--- src/wsp_pkg.sv ---
`timescale 1ns / 1ps
// ----------------------------------------------------------------------------
// wsp_pkg
// Types and constants shared by the WAV stream parser modules.
// ----------------------------------------------------------------------------
package wsp_pkg;

  // Chunk and form tags, as they read when assembled little-endian.
  localparam logic [31:0] TAG_RIFF = 32'h4646_4952;
  localparam logic [31:0] TAG_WAVE = 32'h4556_4157;
  localparam logic [31:0] TAG_FMT  = 32'h2074_6D66;
  localparam logic [31:0] TAG_DATA = 32'h6174_6164;

  localparam logic [31:0] FMT_BODY_LEN = 32'd16;
  localparam logic [15:0] PCM_FORMAT   = 16'd1;
  localparam logic [15:0] PCM_BITS     = 16'd16;

  // Result queue depth; one byte can produce two results.
  localparam int unsigned OUT_DEPTH = 4;
  localparam int unsigned OUT_PTR_W = $clog2(OUT_DEPTH);
  localparam int unsigned OUT_CNT_W = $clog2(OUT_DEPTH + 1);

  typedef enum logic [2:0] {
    ST_SAMPLE     = 3'd0,
    ST_HEADER_OK  = 3'd1,
    ST_NOT_RIFF   = 3'd2,
    ST_NOT_WAVE   = 3'd3,
    ST_NO_DATA    = 3'd4,
    ST_BAD_FORMAT = 3'd5,
    ST_BAD_BITS   = 3'd6,
    ST_DONE       = 3'd7
  } status_e;

  typedef struct packed {
    status_e            status;
    logic signed [15:0] sample;
    logic               channel;
    logic [31:0]        fmt_rate;
    logic [15:0]        channel_count;
    logic               last;
  } result_t;

  // Results produced by one accepted item, oldest in res0.
  typedef struct packed {
    logic [1:0] count;
    result_t    res0;
    result_t    res1;
  } push_t;

endpackage

--- src/wsp_parser.sv ---
`timescale 1ns / 1ps
// ----------------------------------------------------------------------------
// wsp_parser
// Byte-wise RIFF/WAVE header walker and PCM16 sample assembler. Produces up to
// two results for every accepted byte.
// ----------------------------------------------------------------------------
module wsp_parser (
  input  logic           clk_i,
  input  logic           rst_ni,
  input  logic           take_i,
  input  logic [7:0]     byte_value_i,
  input  logic           file_end_i,
  output wsp_pkg::push_t push_o
);

  typedef enum logic [3:0] {
    PH_RIFF     = 4'd0,
    PH_RSIZE    = 4'd1,
    PH_WAVE     = 4'd2,
    PH_CID      = 4'd3,
    PH_SZ_FMT   = 4'd4,
    PH_SZ_DATA  = 4'd5,
    PH_SZ_OTHER = 4'd6,
    PH_FMT_BODY = 4'd7,
    PH_SKIP     = 4'd8,
    PH_DATA     = 4'd9,
    PH_WAIT     = 4'd10
  } phase_e;

  phase_e      phase_q, phase_d;
  logic [3:0]  idx_q, idx_d;
  logic [31:0] shift_q, shift_d;
  logic [31:0] skip_q, skip_d;
  logic [15:0] format_q, format_d;
  logic [15:0] chans_q, chans_d;
  logic [31:0] rate_q, rate_d;
  logic [15:0] bits_q, bits_d;
  logic [31:0] data_rem_q, data_rem_d;
  logic [7:0]  low_q, low_d;
  logic        side_q, side_d;

  logic [31:0] word;
  logic        word_done;
  logic [31:0] skip_dec, data_dec;
  logic [15:0] smp;
  logic        fin;
  logic        a_v, b_v, e_v;
  wsp_pkg::result_t res_a, res_b, res_e;
  wsp_pkg::push_t   push;

  always_comb begin
    word = shift_q;
    case (idx_q[1:0])
      2'd0:    word[7:0]   = shift_q[7:0]   | byte_value_i;
      2'd1:    word[15:8]  = shift_q[15:8]  | byte_value_i;
      2'd2:    word[23:16] = shift_q[23:16] | byte_value_i;
      default: word[31:24] = shift_q[31:24] | byte_value_i;
    endcase
  end

  assign word_done = (idx_q >= 4'd3);
  assign skip_dec  = (skip_q != '0) ? skip_q - 32'd1 : '0;
  assign data_dec  = (data_rem_q != '0) ? data_rem_q - 32'd1 : '0;
  assign smp       = {byte_value_i, low_q};

  always_comb begin
    phase_d    = phase_q;
    idx_d      = idx_q;
    shift_d    = shift_q;
    skip_d     = skip_q;
    format_d   = format_q;
    chans_d    = chans_q;
    rate_d     = rate_q;
    bits_d     = bits_q;
    data_rem_d = data_rem_q;
    low_d      = low_q;
    side_d     = side_q;
    fin        = 1'b0;
    a_v        = 1'b0;
    b_v        = 1'b0;
    e_v        = 1'b0;
    res_a      = '0;
    res_b      = '0;
    res_e      = '0;

    case (phase_q)
      PH_RIFF, PH_RSIZE, PH_WAVE, PH_CID: begin
        if (word_done) begin
          idx_d   = '0;
          shift_d = '0;
          case (phase_q)
            PH_RIFF: begin
              if (word != wsp_pkg::TAG_RIFF) begin
                a_v          = 1'b1;
                res_a.status = wsp_pkg::ST_NOT_RIFF;
                res_a.last   = 1'b1;
                phase_d      = PH_WAIT;
                fin          = 1'b1;
              end else begin
                phase_d = PH_RSIZE;
              end
            end
            PH_RSIZE: phase_d = PH_WAVE;
            PH_WAVE: begin
              if (word != wsp_pkg::TAG_WAVE) begin
                a_v          = 1'b1;
                res_a.status = wsp_pkg::ST_NOT_WAVE;
                res_a.last   = 1'b1;
                phase_d      = PH_WAIT;
                fin          = 1'b1;
              end else begin
                phase_d = PH_CID;
              end
            end
            default: begin
              if (word == wsp_pkg::TAG_FMT) begin
                phase_d = PH_SZ_FMT;
              end else if (word == wsp_pkg::TAG_DATA) begin
                phase_d = PH_SZ_DATA;
              end else begin
                phase_d = PH_SZ_OTHER;
              end
            end
          endcase
        end else begin
          idx_d   = idx_q + 4'd1;
          shift_d = word;
        end
      end

      PH_SZ_FMT, PH_SZ_DATA, PH_SZ_OTHER: begin
        if (word_done) begin
          idx_d   = '0;
          shift_d = '0;
          if (phase_q == PH_SZ_FMT) begin
            skip_d  = word;
            phase_d = PH_FMT_BODY;
          end else if (phase_q == PH_SZ_OTHER) begin
            skip_d  = word;
            phase_d = (word == '0) ? PH_CID : PH_SKIP;
          end else begin
            data_rem_d = word;
            a_v        = 1'b1;
            if (word == '0 || format_q != wsp_pkg::PCM_FORMAT ||
                bits_q != wsp_pkg::PCM_BITS) begin
              if (word == '0) begin
                res_a.status = wsp_pkg::ST_NO_DATA;
              end else if (format_q != wsp_pkg::PCM_FORMAT) begin
                res_a.status = wsp_pkg::ST_BAD_FORMAT;
              end else begin
                res_a.status = wsp_pkg::ST_BAD_BITS;
              end
              res_a.last = 1'b1;
              phase_d    = PH_WAIT;
              fin        = 1'b1;
            end else begin
              res_a.status        = wsp_pkg::ST_HEADER_OK;
              res_a.fmt_rate      = rate_q;
              res_a.channel_count = chans_q;
              if (chans_q == '0) begin
                // No channels: the header is all there is.
                b_v          = 1'b1;
                res_b.status = wsp_pkg::ST_DONE;
                res_b.last   = 1'b1;
                phase_d      = PH_WAIT;
                fin          = 1'b1;
              end else begin
                phase_d = PH_DATA;
                side_d  = 1'b0;
              end
            end
          end
        end else begin
          idx_d   = idx_q + 4'd1;
          shift_d = word;
        end
      end

      PH_FMT_BODY: begin
        case (idx_q)
          4'd0:    format_d = {8'd0, byte_value_i};
          4'd1:    format_d = format_q | {byte_value_i, 8'd0};
          4'd2:    chans_d  = {8'd0, byte_value_i};
          4'd3:    chans_d  = chans_q | {byte_value_i, 8'd0};
          4'd4:    rate_d   = {24'd0, byte_value_i};
          4'd5:    rate_d   = rate_q | {16'd0, byte_value_i, 8'd0};
          4'd6:    rate_d   = rate_q | {8'd0, byte_value_i, 16'd0};
          4'd7:    rate_d   = rate_q | {byte_value_i, 24'd0};
          4'd14:   bits_d   = {8'd0, byte_value_i};
          4'd15:   bits_d   = bits_q | {byte_value_i, 8'd0};
          default: ;
        endcase
        if (idx_q == 4'd15) begin
          idx_d = '0;
          // The first sixteen body bytes are always read, whatever the size says.
          if (skip_q > wsp_pkg::FMT_BODY_LEN) begin
            skip_d  = skip_q - wsp_pkg::FMT_BODY_LEN;
            phase_d = PH_SKIP;
          end else begin
            skip_d  = '0;
            phase_d = PH_CID;
          end
        end else begin
          idx_d = idx_q + 4'd1;
        end
      end

      PH_SKIP: begin
        skip_d = skip_dec;
        if (skip_dec == '0) begin
          phase_d = PH_CID;
        end
      end

      PH_DATA: begin
        data_rem_d = data_dec;
        if (idx_q == '0) begin
          low_d = byte_value_i;
          idx_d = 4'd1;
        end else begin
          idx_d        = '0;
          a_v          = 1'b1;
          res_a.status = wsp_pkg::ST_SAMPLE;
          res_a.sample = smp;
          if (chans_q == 16'd1) begin
            // A mono sample goes out on both sides, left first.
            b_v           = 1'b1;
            res_b.status  = wsp_pkg::ST_SAMPLE;
            res_b.sample  = smp;
            res_b.channel = 1'b1;
          end else begin
            res_a.channel = side_q;
            side_d        = ~side_q;
          end
        end
        if (data_dec == '0 || file_end_i) begin
          if (b_v) begin
            res_b.last = 1'b1;
          end else if (a_v) begin
            res_a.last = 1'b1;
          end else begin
            a_v          = 1'b1;
            res_a.status = wsp_pkg::ST_DONE;
            res_a.last   = 1'b1;
          end
          phase_d = PH_WAIT;
          fin     = 1'b1;
        end
      end

      default: ;
    endcase

    // A file that ends early reports where it stopped.
    if (file_end_i && !fin) begin
      res_e.last = 1'b1;
      case (phase_d)
        PH_RIFF: begin
          e_v          = 1'b1;
          res_e.status = wsp_pkg::ST_NOT_RIFF;
        end
        PH_RSIZE, PH_WAVE: begin
          e_v          = 1'b1;
          res_e.status = wsp_pkg::ST_NOT_WAVE;
        end
        PH_DATA: begin
          e_v          = 1'b1;
          res_e.status = wsp_pkg::ST_DONE;
        end
        PH_WAIT: e_v = 1'b0;
        default: begin
          e_v          = 1'b1;
          res_e.status = wsp_pkg::ST_NO_DATA;
        end
      endcase
    end

    if (file_end_i) begin
      phase_d    = PH_RIFF;
      idx_d      = '0;
      shift_d    = '0;
      skip_d     = '0;
      format_d   = '0;
      chans_d    = '0;
      rate_d     = '0;
      bits_d     = '0;
      data_rem_d = '0;
      low_d      = '0;
      side_d     = 1'b0;
    end

    push = '0;
    if (a_v) begin
      push.res0 = res_a;
      if (b_v) begin
        push.res1  = res_b;
        push.count = 2'd2;
      end else if (e_v) begin
        push.res1  = res_e;
        push.count = 2'd2;
      end else begin
        push.count = 2'd1;
      end
    end else if (e_v) begin
      push.res0  = res_e;
      push.count = 2'd1;
    end
    if (!take_i) begin
      push.count = 2'd0;
    end
  end

  assign push_o = push;

  always_ff @(posedge clk_i or negedge rst_ni) begin
    if (!rst_ni) begin
      phase_q    <= PH_RIFF;
      idx_q      <= '0;
      shift_q    <= '0;
      skip_q     <= '0;
      format_q   <= '0;
      chans_q    <= '0;
      rate_q     <= '0;
      bits_q     <= '0;
      data_rem_q <= '0;
      low_q      <= '0;
      side_q     <= 1'b0;
    end else if (take_i) begin
      phase_q    <= phase_d;
      idx_q      <= idx_d;
      shift_q    <= shift_d;
      skip_q     <= skip_d;
      format_q   <= format_d;
      chans_q    <= chans_d;
      rate_q     <= rate_d;
      bits_q     <= bits_d;
      data_rem_q <= data_rem_d;
      low_q      <= low_d;
      side_q     <= side_d;
    end
  end

endmodule

--- src/wsp_out_fifo.sv ---
`timescale 1ns / 1ps
// ----------------------------------------------------------------------------
// wsp_out_fifo
// Small result queue: takes up to two results a cycle, hands out one.
// ----------------------------------------------------------------------------
module wsp_out_fifo (
  input  logic             clk_i,
  input  logic             rst_ni,
  input  wsp_pkg::push_t   push_i,
  output logic             room_o,
  output logic             out_valid_o,
  input  logic             out_ready_i,
  output wsp_pkg::result_t out_res_o
);

  wsp_pkg::result_t entry_q [wsp_pkg::OUT_DEPTH];

  logic [wsp_pkg::OUT_PTR_W-1:0] wr_ptr_q, wr_ptr_d;
  logic [wsp_pkg::OUT_PTR_W-1:0] rd_ptr_q, rd_ptr_d;
  logic [wsp_pkg::OUT_CNT_W-1:0] count_q, count_d;
  logic [wsp_pkg::OUT_PTR_W-1:0] wr_next;
  logic                          pop;

  assign pop         = out_valid_o && out_ready_i;
  assign out_valid_o = (count_q != '0);
  assign out_res_o   = entry_q[rd_ptr_q];
  // Room is judged on the registered count so that two results always fit.
  assign room_o      = (count_q <= wsp_pkg::OUT_CNT_W'(wsp_pkg::OUT_DEPTH - 2));
  assign wr_next     = wr_ptr_q + wsp_pkg::OUT_PTR_W'(1);

  always_comb begin
    wr_ptr_d = wr_ptr_q + wsp_pkg::OUT_PTR_W'(push_i.count);
    rd_ptr_d = pop ? rd_ptr_q + wsp_pkg::OUT_PTR_W'(1) : rd_ptr_q;
    count_d  = count_q + wsp_pkg::OUT_CNT_W'(push_i.count)
             - wsp_pkg::OUT_CNT_W'(pop);
  end

  always_ff @(posedge clk_i) begin
    if (push_i.count != 2'd0) begin
      entry_q[wr_ptr_q] <= push_i.res0;
    end
    if (push_i.count == 2'd2) begin
      entry_q[wr_next] <= push_i.res1;
    end
  end

  always_ff @(posedge clk_i or negedge rst_ni) begin
    if (!rst_ni) begin
      wr_ptr_q <= '0;
      rd_ptr_q <= '0;
      count_q  <= '0;
    end else begin
      wr_ptr_q <= wr_ptr_d;
      rd_ptr_q <= rd_ptr_d;
      count_q  <= count_d;
    end
  end

endmodule

--- src/wav_stream_parser_core.sv ---
`timescale 1ns / 1ps
// ----------------------------------------------------------------------------
// wav_stream_parser_core
// RIFF/WAVE byte stream parser with 16-bit PCM sample output.
// ----------------------------------------------------------------------------
// One file byte is taken per item, one item per clock cycle while the queue has
// room, and its results are written into a four-entry result queue in the same
// cycle. A byte is accepted whenever the queue holds at most two results, and
// the queue delivers one result per cycle while out_ready_i is high, so a
// stereo stream runs at one byte a cycle and a mono stream, with two results
// for every two bytes, also sustains one byte a cycle. The header result, or a
// format or no-data error, comes out once the data chunk size has been read;
// a file_end byte resets the parser for the next file.
module wav_stream_parser_core (
  input  logic               clk_i,
  input  logic               rst_ni,
  input  logic               in_valid_i,
  output logic               in_ready_o,
  input  logic [7:0]         byte_value_i,
  input  logic               file_end_i,
  output logic               out_valid_o,
  input  logic               out_ready_i,
  output logic [2:0]         status_o,
  output logic signed [15:0] sample_o,
  output logic               channel_o,
  output logic [31:0]        fmt_rate_o,
  output logic [15:0]        channel_count_o,
  output logic               last_o
);

  logic             take;
  logic             room;
  wsp_pkg::push_t   push;
  wsp_pkg::result_t res;

  assign in_ready_o = room;
  assign take       = in_valid_i && room;

  wsp_parser u_parser (
    .clk_i        (clk_i),
    .rst_ni       (rst_ni),
    .take_i       (take),
    .byte_value_i (byte_value_i),
    .file_end_i   (file_end_i),
    .push_o       (push)
  );

  wsp_out_fifo u_out_fifo (
    .clk_i       (clk_i),
    .rst_ni      (rst_ni),
    .push_i      (push),
    .room_o      (room),
    .out_valid_o (out_valid_o),
    .out_ready_i (out_ready_i),
    .out_res_o   (res)
  );

  assign status_o        = res.status;
  assign sample_o        = res.sample;
  assign channel_o       = res.channel;
  assign fmt_rate_o      = res.fmt_rate;
  assign channel_count_o = res.channel_count;
  assign last_o          = res.last;

endmodule

--- config.mk ---
export PLATFORM = sky130hd
export DESIGN_NAME = wav_stream_parser_core
export DESIGN_NICKNAME = d
export VERILOG_FILES = /design/src/wsp_pkg.sv /design/src/wsp_parser.sv /design/src/wsp_out_fifo.sv /design/src/wav_stream_parser_core.sv
export SDC_FILE = /design/constraint.sdc
export NUM_CORES = 1
export LEC_CHECK = 0
export CAP_MARGIN = 10
export CELL_PAD_IN_SITES_DETAIL_PLACEMENT = 0
export CELL_PAD_IN_SITES_GLOBAL_PLACEMENT = 1
export CORE_MARGIN = 3
export CORE_UTILIZATION = 46
export DETAILED_ROUTE_END_ITERATION = 7
export DONT_BUFFER_PORTS = 1
export GPL_ROUTABILITY_DRIVEN = 0
export PLACE_DENSITY_LB_ADDON = 0.1
export SKIP_CTS_REPAIR_TIMING = 1
export SYNTH_ARGS = -nofsm -noshare
export SYNTH_HDL_FRONTEND = slang
export SYNTH_SLANG_ARGS = --single-unit
--- constraint.sdc ---
create_clock -name clk_i -period 5 [get_ports clk_i]
set_input_delay 0.25 -clock clk_i [delete_from_list [all_inputs] [get_ports clk_i]]
set_output_delay 0.25 -clock clk_i [all_outputs]
set_load 0.01 [all_outputs]
==> impl_metrics.yaml <==
run_status:
  status: "finished with violations"
  violations: "negative hold slack"
job:
  maxCapViolations: 0
critical_path:
  critPathRequiredTime_ns: 5.49
  crit_slowest_cell: "or4b_4"
  path_max_fanout: 7
  r2r_slack_ns: 0.24
  reg2reg_from: "u_parser.skip_q[4]"
  worst-setup-path-type: "reg2reg"
  startpoint_type: "flip-flop"
  reg2regPathDepth: 19
  crit_chain: "inv_1, ha_2, or4b_4, or3_1, o31a_1, nor4_2, nand4_1, nor4_4, nor2_4, nand3_4, nor3b_1, nor2_1, mux2i_1, nand2b_1, ha_1, inv_1, ha_1, fa_1, xnor2_1"
  arrival_ns: 5.25
  end_kind: "flip-flop"
  regToRegEndpoint: "u_out_fifo.count_q[2]"
  slowest_delay_ns: 0.49
detailed_routing:
  vias: 20300
  drc_errors: 0
  drtIter0Drc: 1712
  ant_nets: 0
  firstDrtPassIters: 8
  drt_wl_total_um: 77500
  viasPerCell: 6.18
  wl_per_cell_um: 23.6
layout:
  area_growth_pct: 14.7
  final_util_pct: 53.7
  mostFrequentLayoutCell: "nor2_1"
  layout.nets: 2595
  fillers: 4642
  drive_above_1_share_pct: 14.7
  layout_common_cells: "nor2_1, nand2_1, dfrtp_1"
  n_antenna_cell: 0
timing:
  setup_tns_ns: 0
  fmax_mhz: 210
  tightest_slew_ns: 1.16
  finalHoldViolCount: 3
  slew_violations: 0
  timing.hold.ws_ns: -0.00379
  slew_headroom_pct: 22.4
  min_period_ns: 4.76
  clock_skew_ns: 0.0195
  period_share_pct: 95.1
  setup_viol: 0
  worst_slack_ns: 0.244
power_and_ir_drop:
  power_leakage_nw: 11.7
  ir_worst_vdd_v: 0.000462
  power_mw: 16.1
  powerDensity_nw_per_um2: 580
worst_hold_path:
  worstHoldPathType: "in2reg"
  hold_start: "file_end_i"
  hold_end: "u_parser.data_rem_q[20]"
  min_path_cells: 3
global_route:
  grt_pass1_wl_um: 120000
  grt_max_degree: 201
  antenna_found_initial: 0
  grtUsageTotal_pct: 27.0
  met2_usage_pct: 44.7
  grt_pass1_vias: 19800
  use_met1_pct: 36.9
  grt-ovfl-total: 0
  use_met3_pct: 3.44
  busiest_layer: "met2"
clocking:
  htree_levels: 2
  cts_buffer_depth: 3
  path_clk_slew_ns: 0.06
  root_buffer: "clkbuf_16"
  cts_made_buffers: 51
  cts_tree: "built"
  cts.sinks: 476
  clock_latency_ns: 0.61
synth:
  synth_cells: 2531
  ys_ff_latch: 476
  synth_enable_flop_cells: 84
  synth-async-reset-ratio_pct: 42.0
  seq_area_frac_synth_pct: 47.0
  synthesis.nets: 2560
  synth_cell_types: 88
  synth_flop_cell: "dfrtp_1"
  avgSynthCellArea_um2: 9.57
  syn_area_um2: 24200
  ys_warn_count: 0
placement:
  pre_cts_ws_ns: 0.0490
  dpl.hpwl_um: 50300
  io_buffers: 0
floorplan:
  fp-row-count: 83
  die_w_um: 235
  dieArea_um2: 55400
  coreArea_um2: 51700
  initial_utilization_pct: 46.8
  io_pins: 84
  die_y_um: 235
-- cell type report --
type	count	area [um^2]	area share, %
Timing Repair Buffer	176	1600	5.77
Inverter	40	150	0.541
Multi-Input combinational cell	1821	12000	43.3
Clock inverter	32	395	1.42
Clock buffer	63	1370	4.92
Tap cell	680	851	3.06
Sequential cell	476	11400	41.0
-- cell families after synthesis --
group	after synthesis	synth area share, %
simple gates	992	19.6
compound gates	553	14.3
flops	476	47.0
buf+inv	234	4.12
mux	225	12.9
xor+xnor	35	1.27
fa+ha+maj	16	0.858
-- layer usage --
layer	wire, um	part of all wire [%]	vias to the layer above
li1	-	-	9333
met1	33600	43	10100
met2	37000	48	745
met3	4640	6.0	135
met4	2270	2.9	0
met5	0	0	-
-- through the flow --
stage / hold slack [ns] / std cells / instance area (um^2)
2_1_floorplan: -0.0456 / 2531 / 24200
5_1_grt: 0.00655 / 3288 / 27800
3_5_place_dp: -0.0256 / 3176 / 25700
6_report: -0.00379 / 3288 / 27800
4_1_cts: -0.692 / 3271 / 27500
3_3_place_gp: -0.0254 / 3176 / 25700
-- flip-flops by register name, summed over array words and instances (netlist names) --
register	cells
u_parser.chans_q	16
u_parser.bits_q	16
u_out_fifo.entry_q	276
u_parser.format_q	16
u_parser.rate_q	32
u_out_fifo.count_q	3
u_out_fifo.wr_ptr_q	2
u_out_fifo.rd_ptr_q	2
u_parser.side_q	1
u_parser.skip_q	32
u_parser.low_q	8
u_parser.phase_q	4
u_parser.data_rem_q	32
u_parser.shift_q	32
u_parser.idx_q	4
-- power by group --
group,internal [mW],switching [mW]
Sequential,4.63,0.803
Clock,2.28,1.67
Combinational,2.70,4.03
-- cell usage after synthesis (40+ instances only) --
library cell / n / area share, %
and3_1: 57 / 1.5
a22o_1: 42 / 1.5
dfrtp_1: 200 / 21
clkbuf_1: 144 / 2.2
o22ai_1: 40 / 1.0
nor2_1: 378 / 5.9
nor3_1: 57 / 1.2
dfxtp_1: 192 / 16
mux2i_1: 148 / 6.1
nand3_1: 96 / 2.0
nor4_1: 41 / 1.1
mux4_2: 69 / 6.4
a21oi_1: 131 / 2.7
edfxtp_1: 84 / 10
o21ai_0: 172 / 3.6
nand2_1: 215 / 3.3
-- worst max-delay path by stage --
stage,start,endpoint,slack (ns),cells after the start
6_report,u_parser.skip_q[4],u_out_fifo.count_q[2],0.24,19
5_1_grt,u_parser.skip_q[5],u_out_fifo.count_q[2],-0.06,19
4_1_cts,u_parser.skip_q[4],u_out_fifo.count_q[2],0.05,19
3_5_place_dp,u_parser.skip_q[4],u_out_fifo.count_q[2],0.05,21
3_3_place_gp,u_parser.skip_q[4],u_out_fifo.count_q[2],0.09,21
2_1_floorplan,u_parser.data_rem_q[0],u_out_fifo.entry_q[2][0],0.15,16
-- critical path, delay by kind of cell (launching register included) --
kind                     cells  cell delay, ns
AND/OR/NAND/NOR             10            2.39
buffers and inverters        2            0.12
multiplexers                 1            0.15
flip-flops                   1            0.38
XOR/XNOR                     1            0.14
AO/OA/AOI/OAI                1            0.34
adder cells (fa/ha/maj)      4            1.13
(Power assumes the default switching activity.)
